**config.mk**
```make
export PLATFORM = sky130hd
export DESIGN_NAME = tga_rle_pixel_decoder
export DESIGN_NICKNAME = d
export VERILOG_FILES = /design/src/sv/tgad_pkg.sv /design/src/sv/tgad_in_reg.sv /design/src/sv/tgad_core.sv /design/src/sv/tgad_out_reg.sv /design/src/sv/tga_rle_pixel_decoder.sv
export SDC_FILE = /design/constraint.sdc
export NUM_CORES = 1
export LEC_CHECK = 0
export BUFFER_PORTS_ARGS = -buffer_cell sky130_fd_sc_hd__buf_2
export CORE_MARGIN = 1.5
export CORE_UTILIZATION = 45
export DETAILED_ROUTE_END_ITERATION = 8
export PLACE_DENSITY = 0.66
export REMOVE_ABC_BUFFERS = 1
export SYNTH_ARGS = -nofsm -noshare
export SYNTH_HDL_FRONTEND = slang
export SYNTH_SLANG_ARGS = --single-unit
```
**constraint.sdc**
```tcl
create_clock -name i_clk -period 9.55 [get_ports i_clk]
set_input_delay 1.91 -clock i_clk [delete_from_list [all_inputs] [get_ports i_clk]]
set_output_delay 1.91 -clock i_clk [all_outputs]
set_load 0.02 [all_outputs]
```
**src/sv/tgad_pkg.sv**
```systemverilog
`timescale 1ns / 1ps

package tgad_pkg;

    // One byte of the incoming file.
    typedef struct packed {
        logic [7:0] data_byte;
        logic       end_of_file;
    } t_in_item;

    // One decoded pixel run, or a status report.
    typedef struct packed {
        logic [31:0] pixel_value;
        logic [7:0]  run_length;
        logic [1:0]  pixel_format;
        logic [15:0] image_width;
        logic [15:0] image_height;
        logic [2:0]  status;
        logic        image_done;
    } t_out_item;

    // Status codes.
    localparam logic [2:0] ST_OK        = 3'd0;
    localparam logic [2:0] ST_ID_CMAP   = 3'd1;
    localparam logic [2:0] ST_BAD_TYPE  = 3'd2;
    localparam logic [2:0] ST_BAD_DEPTH = 3'd3;
    localparam logic [2:0] ST_TRUNC     = 3'd4;

    // Image types that are accepted.
    localparam logic [7:0] TYPE_RAW = 8'd2;
    localparam logic [7:0] TYPE_RLE = 8'd10;

    // Header byte positions that carry fields.
    localparam logic [4:0] HB_ID_LEN    = 5'd0;
    localparam logic [4:0] HB_CMAP_TYPE = 5'd1;
    localparam logic [4:0] HB_IMG_TYPE  = 5'd2;
    localparam logic [4:0] HB_WIDTH_LO  = 5'd12;
    localparam logic [4:0] HB_WIDTH_HI  = 5'd13;
    localparam logic [4:0] HB_HEIGHT_LO = 5'd14;
    localparam logic [4:0] HB_HEIGHT_HI = 5'd15;
    localparam logic [4:0] HB_BPP       = 5'd16;
    localparam logic [4:0] HB_LAST      = 5'd17;

endpackage

```
**src/sv/tgad_in_reg.sv**
```systemverilog
`timescale 1ns / 1ps

module tgad_in_reg (
    input  logic              i_clk,
    input  logic              i_rst_n,
    input  logic              i_in_valid,
    output logic              o_in_ready,
    input  tgad_pkg::t_in_item i_in_data,
    input  logic              i_advance,
    output logic              o_step,
    output tgad_pkg::t_in_item o_item
);
    import tgad_pkg::*;

    logic     r_valid;
    t_in_item r_item;

    // The held byte is processed whenever the result side can move.
    assign o_step     = r_valid && i_advance;
    assign o_in_ready = !r_valid || i_advance;
    assign o_item     = r_item;

    // Capture a new transaction, or empty the register once its byte is used.
    always_ff @(posedge i_clk) begin
        if (!i_rst_n) begin
            r_valid <= 1'b0;
        end else if (i_in_valid && o_in_ready) begin
            r_valid <= 1'b1;
        end else if (o_step) begin
            r_valid <= 1'b0;
        end
    end

    always_ff @(posedge i_clk) begin
        if (i_in_valid && o_in_ready) begin
            r_item <= i_in_data;
        end
    end

endmodule

```
**src/sv/tgad_core.sv**
```systemverilog
`timescale 1ns / 1ps

module tgad_core (
    input  logic                i_clk,
    input  logic                i_rst_n,
    input  logic                i_step,
    input  tgad_pkg::t_in_item  i_item,
    output logic                o_res_valid,
    output tgad_pkg::t_out_item o_res
);
    import tgad_pkg::*;

    typedef enum logic [1:0] {
        PH_HEADER,
        PH_PACKET,
        PH_PIXEL,
        PH_DRAIN
    } t_phase;

    t_phase      r_phase,   n_phase;
    logic [4:0]  r_hdr_idx, n_hdr_idx;
    logic [15:0] r_width,   n_width;
    logic [15:0] r_height,  n_height;
    logic [7:0]  r_type,    n_type;
    logic [7:0]  r_bpp,     n_bpp;
    logic [7:0]  r_idlen,   n_idlen;
    logic [7:0]  r_cmap,    n_cmap;
    logic [31:0] r_pix_rem, n_pix_rem;
    logic [7:0]  r_pkt_rem, n_pkt_rem;
    logic        r_pkt_rep, n_pkt_rep;
    logic [31:0] r_asm,     n_asm;
    logic [1:0]  r_pix_idx, n_pix_idx;

    logic [7:0]  b;
    logic        eof;
    logic [4:0]  chans;
    logic [4:0]  n_chans;
    logic [31:0] cur_asm;
    logic [31:0] pix;
    logic [7:0]  run;
    logic        compressed;
    logic [2:0]  hdr_status;

    logic        res_valid;
    logic [31:0] res_pix;
    logic [7:0]  res_run;
    logic [2:0]  res_status;
    logic        res_done;

    // Channel reorder: swap B and R, or turn A1RGB5 into RGB5A1.
    function automatic logic [31:0] reorder(input logic [31:0] a, input logic [4:0] c);
        logic [31:0] r;
        if (c == 5'd2) begin
            r = {16'd0, a[14:0], a[15]};
        end else begin
            r = {a[31:24], a[7:0], a[15:8], a[23:16]};
        end
        return r;
    endfunction

    assign b       = i_item.data_byte;
    assign eof     = i_item.end_of_file;
    assign chans   = r_bpp[7:3];
    assign n_chans = n_bpp[7:3];

    // Decode one byte against the current phase.
    always_comb begin
        n_phase    = r_phase;
        n_hdr_idx  = r_hdr_idx;
        n_width    = r_width;
        n_height   = r_height;
        n_type     = r_type;
        n_bpp      = r_bpp;
        n_idlen    = r_idlen;
        n_cmap     = r_cmap;
        n_pix_rem  = r_pix_rem;
        n_pkt_rem  = r_pkt_rem;
        n_pkt_rep  = r_pkt_rep;
        n_asm      = r_asm;
        n_pix_idx  = r_pix_idx;
        res_valid  = 1'b0;
        res_pix    = 32'd0;
        res_run    = 8'd0;
        res_status = ST_OK;
        res_done   = 1'b0;
        cur_asm    = r_asm;
        pix        = 32'd0;
        run        = 8'd1;
        compressed = (r_type == TYPE_RLE);
        hdr_status = ST_OK;

        case (r_phase)
            PH_HEADER: begin
                // Collect the header fields; the first byte starts a fresh header.
                case (r_hdr_idx)
                    HB_ID_LEN: begin
                        n_idlen  = b;
                        n_cmap   = 8'd0;
                        n_type   = 8'd0;
                        n_width  = 16'd0;
                        n_height = 16'd0;
                        n_bpp    = 8'd0;
                    end
                    HB_CMAP_TYPE: n_cmap = b;
                    HB_IMG_TYPE:  n_type = b;
                    HB_WIDTH_LO:  n_width[7:0] = b;
                    HB_WIDTH_HI:  n_width[15:8] = b;
                    HB_HEIGHT_LO: n_height[7:0] = b;
                    HB_HEIGHT_HI: n_height[15:8] = b;
                    HB_BPP:       n_bpp = b;
                    default: ;
                endcase

                if (r_hdr_idx != HB_LAST) begin
                    n_hdr_idx = r_hdr_idx + 5'd1;
                    if (eof) begin
                        n_hdr_idx  = 5'd0;
                        res_valid  = 1'b1;
                        res_status = ST_TRUNC;
                        res_done   = 1'b1;
                    end
                end else begin
                    n_hdr_idx = 5'd0;
                    if (r_idlen != 8'd0 || r_cmap != 8'd0) begin
                        hdr_status = ST_ID_CMAP;
                    end else if (r_type != TYPE_RAW && r_type != TYPE_RLE) begin
                        hdr_status = ST_BAD_TYPE;
                    end else if (chans < 5'd2 || chans > 5'd4) begin
                        hdr_status = ST_BAD_DEPTH;
                    end

                    if (hdr_status != ST_OK) begin
                        n_phase    = eof ? PH_HEADER : PH_DRAIN;
                        res_valid  = 1'b1;
                        res_status = hdr_status;
                        res_done   = 1'b1;
                    end else begin
                        n_pix_rem = {16'd0, r_width} * {16'd0, r_height};
                        n_pkt_rem = 8'd0;
                        n_pkt_rep = 1'b0;
                        n_asm     = 32'd0;
                        n_pix_idx = 2'd0;
                        if (r_width == 16'd0 || r_height == 16'd0) begin
                            // Empty image: report completion at once.
                            n_phase   = eof ? PH_HEADER : PH_DRAIN;
                            res_valid = 1'b1;
                            res_done  = 1'b1;
                        end else begin
                            n_phase = compressed ? PH_PACKET : PH_PIXEL;
                            if (eof) begin
                                n_phase    = PH_HEADER;
                                res_valid  = 1'b1;
                                res_status = ST_TRUNC;
                                res_done   = 1'b1;
                            end
                        end
                    end
                end
            end

            PH_PACKET: begin
                // Packet header: repeat flag and count minus one.
                n_pkt_rep = b[7];
                n_pkt_rem = {1'b0, b[6:0]} + 8'd1;
                n_asm     = 32'd0;
                n_pix_idx = 2'd0;
                n_phase   = PH_PIXEL;
                if (eof) begin
                    n_phase    = PH_HEADER;
                    res_valid  = 1'b1;
                    res_status = ST_TRUNC;
                    res_done   = 1'b1;
                end
            end

            PH_PIXEL: begin
                cur_asm[{r_pix_idx, 3'b000} +: 8] = b;
                if ({3'd0, r_pix_idx} + 5'd1 < chans) begin
                    n_asm     = cur_asm;
                    n_pix_idx = r_pix_idx + 2'd1;
                    if (eof) begin
                        n_phase    = PH_HEADER;
                        res_valid  = 1'b1;
                        res_status = ST_TRUNC;
                        res_done   = 1'b1;
                    end
                end else begin
                    n_pix_idx = 2'd0;
                    n_asm     = 32'd0;
                    pix       = reorder(cur_asm, chans);

                    // A repeat run is clamped to the pixels left in the image.
                    if (compressed && r_pkt_rep) begin
                        run = (r_pix_rem < {24'd0, r_pkt_rem}) ? r_pix_rem[7:0] : r_pkt_rem;
                        n_pkt_rem = 8'd0;
                    end else begin
                        run = 8'd1;
                        if (r_pkt_rem != 8'd0) begin
                            n_pkt_rem = r_pkt_rem - 8'd1;
                        end
                    end
                    n_pix_rem = r_pix_rem - {24'd0, run};

                    res_valid = 1'b1;
                    res_pix   = pix;
                    res_run   = run;
                    if (n_pix_rem == 32'd0) begin
                        n_phase  = eof ? PH_HEADER : PH_DRAIN;
                        res_done = 1'b1;
                    end else begin
                        if (compressed && n_pkt_rem == 8'd0) begin
                            n_phase = PH_PACKET;
                        end
                        if (eof) begin
                            n_phase    = PH_HEADER;
                            res_status = ST_TRUNC;
                            res_done   = 1'b1;
                        end
                    end
                end
            end

            PH_DRAIN: begin
                // Skip trailing bytes until the end of the file.
                if (eof) begin
                    n_phase = PH_HEADER;
                end
            end

            default: begin
                n_phase = PH_HEADER;
            end
        endcase
    end

    // The result carries the header fields as they stand after this byte.
    always_comb begin
        o_res_valid        = i_step && res_valid;
        o_res.pixel_value  = res_pix;
        o_res.run_length   = res_run;
        o_res.pixel_format = (n_chans >= 5'd2 && n_chans <= 5'd4) ?
                             2'(n_chans - 5'd2) : 2'd0;
        o_res.image_width  = n_width;
        o_res.image_height = n_height;
        o_res.status       = res_status;
        o_res.image_done   = res_done;
    end

    // Decoder state advances only when a byte is processed.
    always_ff @(posedge i_clk) begin
        if (!i_rst_n) begin
            r_phase   <= PH_HEADER;
            r_hdr_idx <= 5'd0;
            r_width   <= 16'd0;
            r_height  <= 16'd0;
            r_type    <= 8'd0;
            r_bpp     <= 8'd0;
            r_idlen   <= 8'd0;
            r_cmap    <= 8'd0;
            r_pix_rem <= 32'd0;
            r_pkt_rem <= 8'd0;
            r_pkt_rep <= 1'b0;
            r_asm     <= 32'd0;
            r_pix_idx <= 2'd0;
        end else if (i_step) begin
            r_phase   <= n_phase;
            r_hdr_idx <= n_hdr_idx;
            r_width   <= n_width;
            r_height  <= n_height;
            r_type    <= n_type;
            r_bpp     <= n_bpp;
            r_idlen   <= n_idlen;
            r_cmap    <= n_cmap;
            r_pix_rem <= n_pix_rem;
            r_pkt_rem <= n_pkt_rem;
            r_pkt_rep <= n_pkt_rep;
            r_asm     <= n_asm;
            r_pix_idx <= n_pix_idx;
        end
    end

endmodule

```
**src/sv/tgad_out_reg.sv**
```systemverilog
`timescale 1ns / 1ps

module tgad_out_reg (
    input  logic                i_clk,
    input  logic                i_rst_n,
    input  logic                i_load,
    input  tgad_pkg::t_out_item i_res,
    output logic                o_out_valid,
    input  logic                i_out_ready,
    output tgad_pkg::t_out_item o_out_data,
    output logic                o_advance
);
    import tgad_pkg::*;

    logic      r_valid;
    t_out_item r_data;

    // The decoder may move whenever this register is free or being emptied.
    assign o_advance   = !r_valid || i_out_ready;
    assign o_out_valid = r_valid;
    assign o_out_data  = r_data;

    always_ff @(posedge i_clk) begin
        if (!i_rst_n) begin
            r_valid <= 1'b0;
        end else if (i_load) begin
            r_valid <= 1'b1;
        end else if (i_out_ready) begin
            r_valid <= 1'b0;
        end
    end

    always_ff @(posedge i_clk) begin
        if (i_load) begin
            r_data <= i_res;
        end
    end

endmodule

```
**src/sv/tga_rle_pixel_decoder.sv**
```systemverilog
`timescale 1ns / 1ps

// Channel   Direction  Handshake                 Payload
// input     in         i_in_valid / o_in_ready   i_in_data  (t_in_item, one file byte)
// output    out        o_out_valid / i_out_ready o_out_data (t_out_item, pixel run or status)
//
// One file byte is taken every cycle while the result register can move; a result
// passes from the input register through decode into the result register.
// The pixel count is formed by one 16x16 multiply at the last header byte.
// i_rst_n is synchronous and active low; it empties both registers and returns
// the decoder to the start of a header.
// While a result waits in the output register, the input register holds its
// byte and o_in_ready falls once that register is full.

module tga_rle_pixel_decoder (
    input  logic                i_clk,
    input  logic                i_rst_n,
    input  logic                i_in_valid,
    output logic                o_in_ready,
    input  tgad_pkg::t_in_item  i_in_data,
    output logic                o_out_valid,
    input  logic                i_out_ready,
    output tgad_pkg::t_out_item o_out_data
);
    import tgad_pkg::*;

    logic      advance;
    logic      step;
    t_in_item  item;
    logic      res_valid;
    t_out_item res;

    // Input register.
    tgad_in_reg u_in_reg (
        .i_clk      (i_clk),
        .i_rst_n    (i_rst_n),
        .i_in_valid (i_in_valid),
        .o_in_ready (o_in_ready),
        .i_in_data  (i_in_data),
        .i_advance  (advance),
        .o_step     (step),
        .o_item     (item)
    );

    // Header check and packet decode.
    tgad_core u_core (
        .i_clk       (i_clk),
        .i_rst_n     (i_rst_n),
        .i_step      (step),
        .i_item      (item),
        .o_res_valid (res_valid),
        .o_res       (res)
    );

    // Result register.
    tgad_out_reg u_out_reg (
        .i_clk       (i_clk),
        .i_rst_n     (i_rst_n),
        .i_load      (res_valid),
        .i_res       (res),
        .o_out_valid (o_out_valid),
        .i_out_ready (i_out_ready),
        .o_out_data  (o_out_data),
        .o_advance   (advance)
    );

endmodule
```
==> metrics.csv <==
stage,metric,value,unit
final_layout,drive_above_1_share,7.242,%
final_layout,antenna_cells,0,
pwr,total_power,2.180,mW
synthesis,synth.largest_area_cell,fa_1,
global_routing,grt_pass1_vias,17070,
timing,layout_setup_ws,2.406,ns
critical_path,crit_path_max_fanout,19,
global_routing,grt_pass1_wl,89790,um
pwr,peakVddDrop,0.0001389,V
clock_tree,cts_resized,0,
floorplanning,die-area,46390,um2
route,antenna_left,0,
clock_tree,insertion_delay,0.57,ns
critical_path,r2r-start,u_core.r_width[7]$_SDFFE_PN0P_,
critical_path,reg2reg_depth,22,
synthesis,synthAdderAreaFrac,27.86,%
synthesis,synth.yosys.seq_area_share,27.17,%
placed_design,postPlaceCellArea,21120,um2
synthesis,synth_async_sr_flop_share,0,%
timing,slew-limit-headroom,22.31,%
placed_design,portBuffers,92,
synthesis,synth.avg_cell_area,8.526,um2
critical_path,worstPathRequired,10.05,ns
route,routed_wl,55450,um
timing,finalCritPeriodShare,74.81,%
pwr,swShare,23.48,%
timing,final-max-slew-violation-count,0,
pwr,pwr-share-clk,47.3,%
critical_path,worstPathArrival,7.65,ns
flow_run,maxCapViolations,0,
synthesis,synthFlopType,dfxtp_1,
timing,max_freq,140.0,MHz
placed_design,dp_slack,2.502,ns
route,first_pass_iters,6,
synthesis,synthTopCellsByArea,"fa_1, dfxtp_1, edfxtp_1, ha_1, nand2_1",
synthesis,synth_top_area_share,19.23,%
critical_path,timing.rr.end,u_core.r_pix_rem[28]$_SDFFE_PN0P_,
placed_design,dpl.hpwl,40480,um
floorplanning,io_pins,93,
pwr,switchingPower,511.9,uW
clock_tree,h-tree-depth,1,
final_layout,mostFrequentLayoutCell,nand2_1,
global_routing,antenna_found_initial,0,
clock_tree,cts_num_sinks,232,
pwr,p_seq_share,48.7,%
timing,finClkSkew,0.02774,ns
global_routing,grtUsageTotal,23.78,%
timing,rsz0062_at_grt,false,
route,drc,0,
final_layout,design_area,21980,um2
pwr,p_leak,9.486,nW
synthesis,yosys_warnings,0,
final_layout,most-common-layout-cells,"nand2_1, inv_1, fa_1",
clock_tree,ctsRootBufferMaster,clkbuf_16,
pwr,intPower,1.668,mW
final_layout,areaGrowthSynthToFinish,8.290,%
synthesis,synthMuxAreaShare,0.5486,%
synthesis,synth-edff-count,87,
synthesis,synth-xor-area-share,1.596,%
critical_path,rrSetupSlack,2.41,ns
final_layout,fin_nets,2718,
min_path,hp-class,reg -> reg,
critical_path,worstSetupEndpoint,u_core.r_pix_rem[28]$_SDFFE_PN0P_,
route,wl_per_cell,18.60,um
floorplanning,core_area,44320,um2
global_routing,grt_max_degree,104,
global_routing,overflow,0,
critical_path,crit_start,u_core.r_width[7]$_SDFFE_PN0P_,
critical_path,crit_type,reg -> reg,
clock_tree,cts_buffers,25,
timing,tns,0,ns
run_status,status,"complete, no violations",
critical_path,cp-start-kind,register,
floorplanning,rows,77,
synthesis,synth-simple-area-share,21.10,%
synthesis,netlist_area,20300,um2
timing,tightest_slew,1.165,ns
clock_tree,cts-hold-fix-buffers,0,
synthesis,synth_seq_cells,232,
timing,finalSetupViolCount,0,
clock_tree,clock_path_buffers,3,
route,vias_per_cell,5.745,
synthesis,synth_compound_area_share,14.32,%
min_path,hp-start,u_core.r_cmap[3]$_SDFFE_PN0P_,
timing,hold_violations,0,
clock_tree,cts_setup_buffers,0,
critical_path,endpoint_kind,register,
placed_design,globalplace.congestion,0.9217,
synthesis,synth_cell_types,81,
route,drt-initial-drc-count,1369,
floorplanning,die_y,215.4,um
timing,post-route-min-period,7.144,ns
floorplanning,die_x,215.4,um
route,dr_total_vias,17130,
pwr,pwr-share-comb,3.9,%
clock_tree,cts_tree,yes,
pwr,p_per_area,99.15,nW/um2
synthesis,synth_top_family_by_area,adder cells,
synthesis,postSynthCellCount,2381,
clock_tree,clk_pin_slew,0.06,ns
floorplanning,initial_utilization,45.80,%
[kinds of logic after synthesis]
group | after synthesis
mux | 11
buf+inv | 400
flops | 232
fa+ha+maj | 335
compound gates | 467
xor+xnor | 37
simple gates | 899
[per-layer routing]
metal / global-route usage [%] / part of all wire (%) / vias up
met2: 40.99 / 49 / 574
met3: 2.622 / 5.9 / 108
met1: 31.34 / 42 / 8499
li1: - / - / 7945
met5: 0 / 0 / -
met4: 7.413 / 2.9 / 0
[through the flow]
| stage | cells | hold slack (ns) | util, % |
|---|---|---|---|
| 6_report | 2981 | 0.4547 | 49.60 |
| 5_1_grt | 2981 | 0.4756 | 49.60 |
| 4_1_cts | 2981 | 0.4558 | 49.60 |
| 3_5_place_dp | 2935 | 0.4463 | 47.65 |
| 3_3_place_gp | 2935 | 0.4386 | 47.65 |
| 2_1_floorplan | 2229 | 0.4316 | - |
[layout make-up]
type / count / area [um2]
clock buffer: 31 / 668.1
clock inverter: 15 / 195.2
fill: 4204 / 22340
inverter: 248 / 932.1
multi-input combinational: 1749 / 13310
sequential: 232 / 5515
tap: 592 / 740.7
timing repair buffer: 114 / 625.6
[worst max-delay path, stage by stage, from the launching register on]
cell and delay [ns]:
dfxtp_1 0.81, nand2_1 0.17, fa_1 0.57, inv_1 0.06
fa_1 0.53, inv_1 0.05, fa_1 0.50, inv_1 0.05
fa_1 0.47, inv_1 0.05, fa_1 0.53, inv_1 0.05
fa_1 0.47, ha_1 0.38, and3_1 0.22, and3_1 0.16
nand3_1 0.10, a21oi_1 0.31, o221ai_1 0.27, o31ai_1 0.52
a41oi_1 0.21, a2111oi_0 0.44, a221o_1 0.16
[cell usage after synthesis (26+ instances only)]
cell,instances
a21oi_1,181
a211oi_1,31
nor3_1,66
o21ai_0,88
nor2_1,164
fa_1,195
nand2_1,365
xnor2_1,26
ha_1,140
inv_1,246
clkbuf_1,135
dfxtp_1,145
a22oi_1,27
and2_1,92
nor2b_1,49
edfxtp_1,87
nand3_1,41
[worst min path at each step]
stage	endpoint	cells after the start
final	u_core.r_cmap[3]$_SDFFE_PN0P_	2
after global routing	u_core.r_cmap[3]$_SDFFE_PN0P_	2
after CTS	u_core.r_cmap[3]$_SDFFE_PN0P_	2
after detailed placement	u_core.r_cmap[3]$_SDFFE_PN0P_	2
after global placement	u_core.r_cmap[1]$_SDFFE_PN0P_	2
after floorplan	u_core.r_cmap[0]$_SDFFE_PN0P_	2
[power groups by stage]
stage	sequential [mW]	clock, mW	combinational [mW]
2_1_floorplan	1.08	0	0.0453
3_3_place_gp	1.08	0	0.0838
3_5_place_dp	1.08	0	0.0850
4_1_cts	1.06	1.05	0.0853
5_1_grt	1.06	1.08	0.0936
6_report	1.06	1.03	0.0859
[registers in the layout (all words and copies together) (netlist names)]
| signal | flops |
|---|---|
| u_core.r_cmap | 8 |
| u_core.r_pix_rem | 32 |
| u_core.r_hdr_idx | 5 |
| u_core.r_height | 16 |
| u_core.r_idlen | 8 |
| u_core.r_phase | 2 |
| u_in_reg.o_item | 9 |
| u_core.r_bpp | 5 |
| u_core.r_width | 16 |
| u_in_reg.r_valid | 1 |
| u_core.r_pix_idx | 2 |
| u_core.r_pkt_rep | 1 |
| u_core.r_pkt_rem | 8 |
| u_out_reg.o_out_data | 78 |
| u_out_reg.o_out_valid | 1 |
| u_core.r_asm | 32 |
| u_core.r_type | 8 |
No activity file was read; power rests on OpenSTA's default activity.
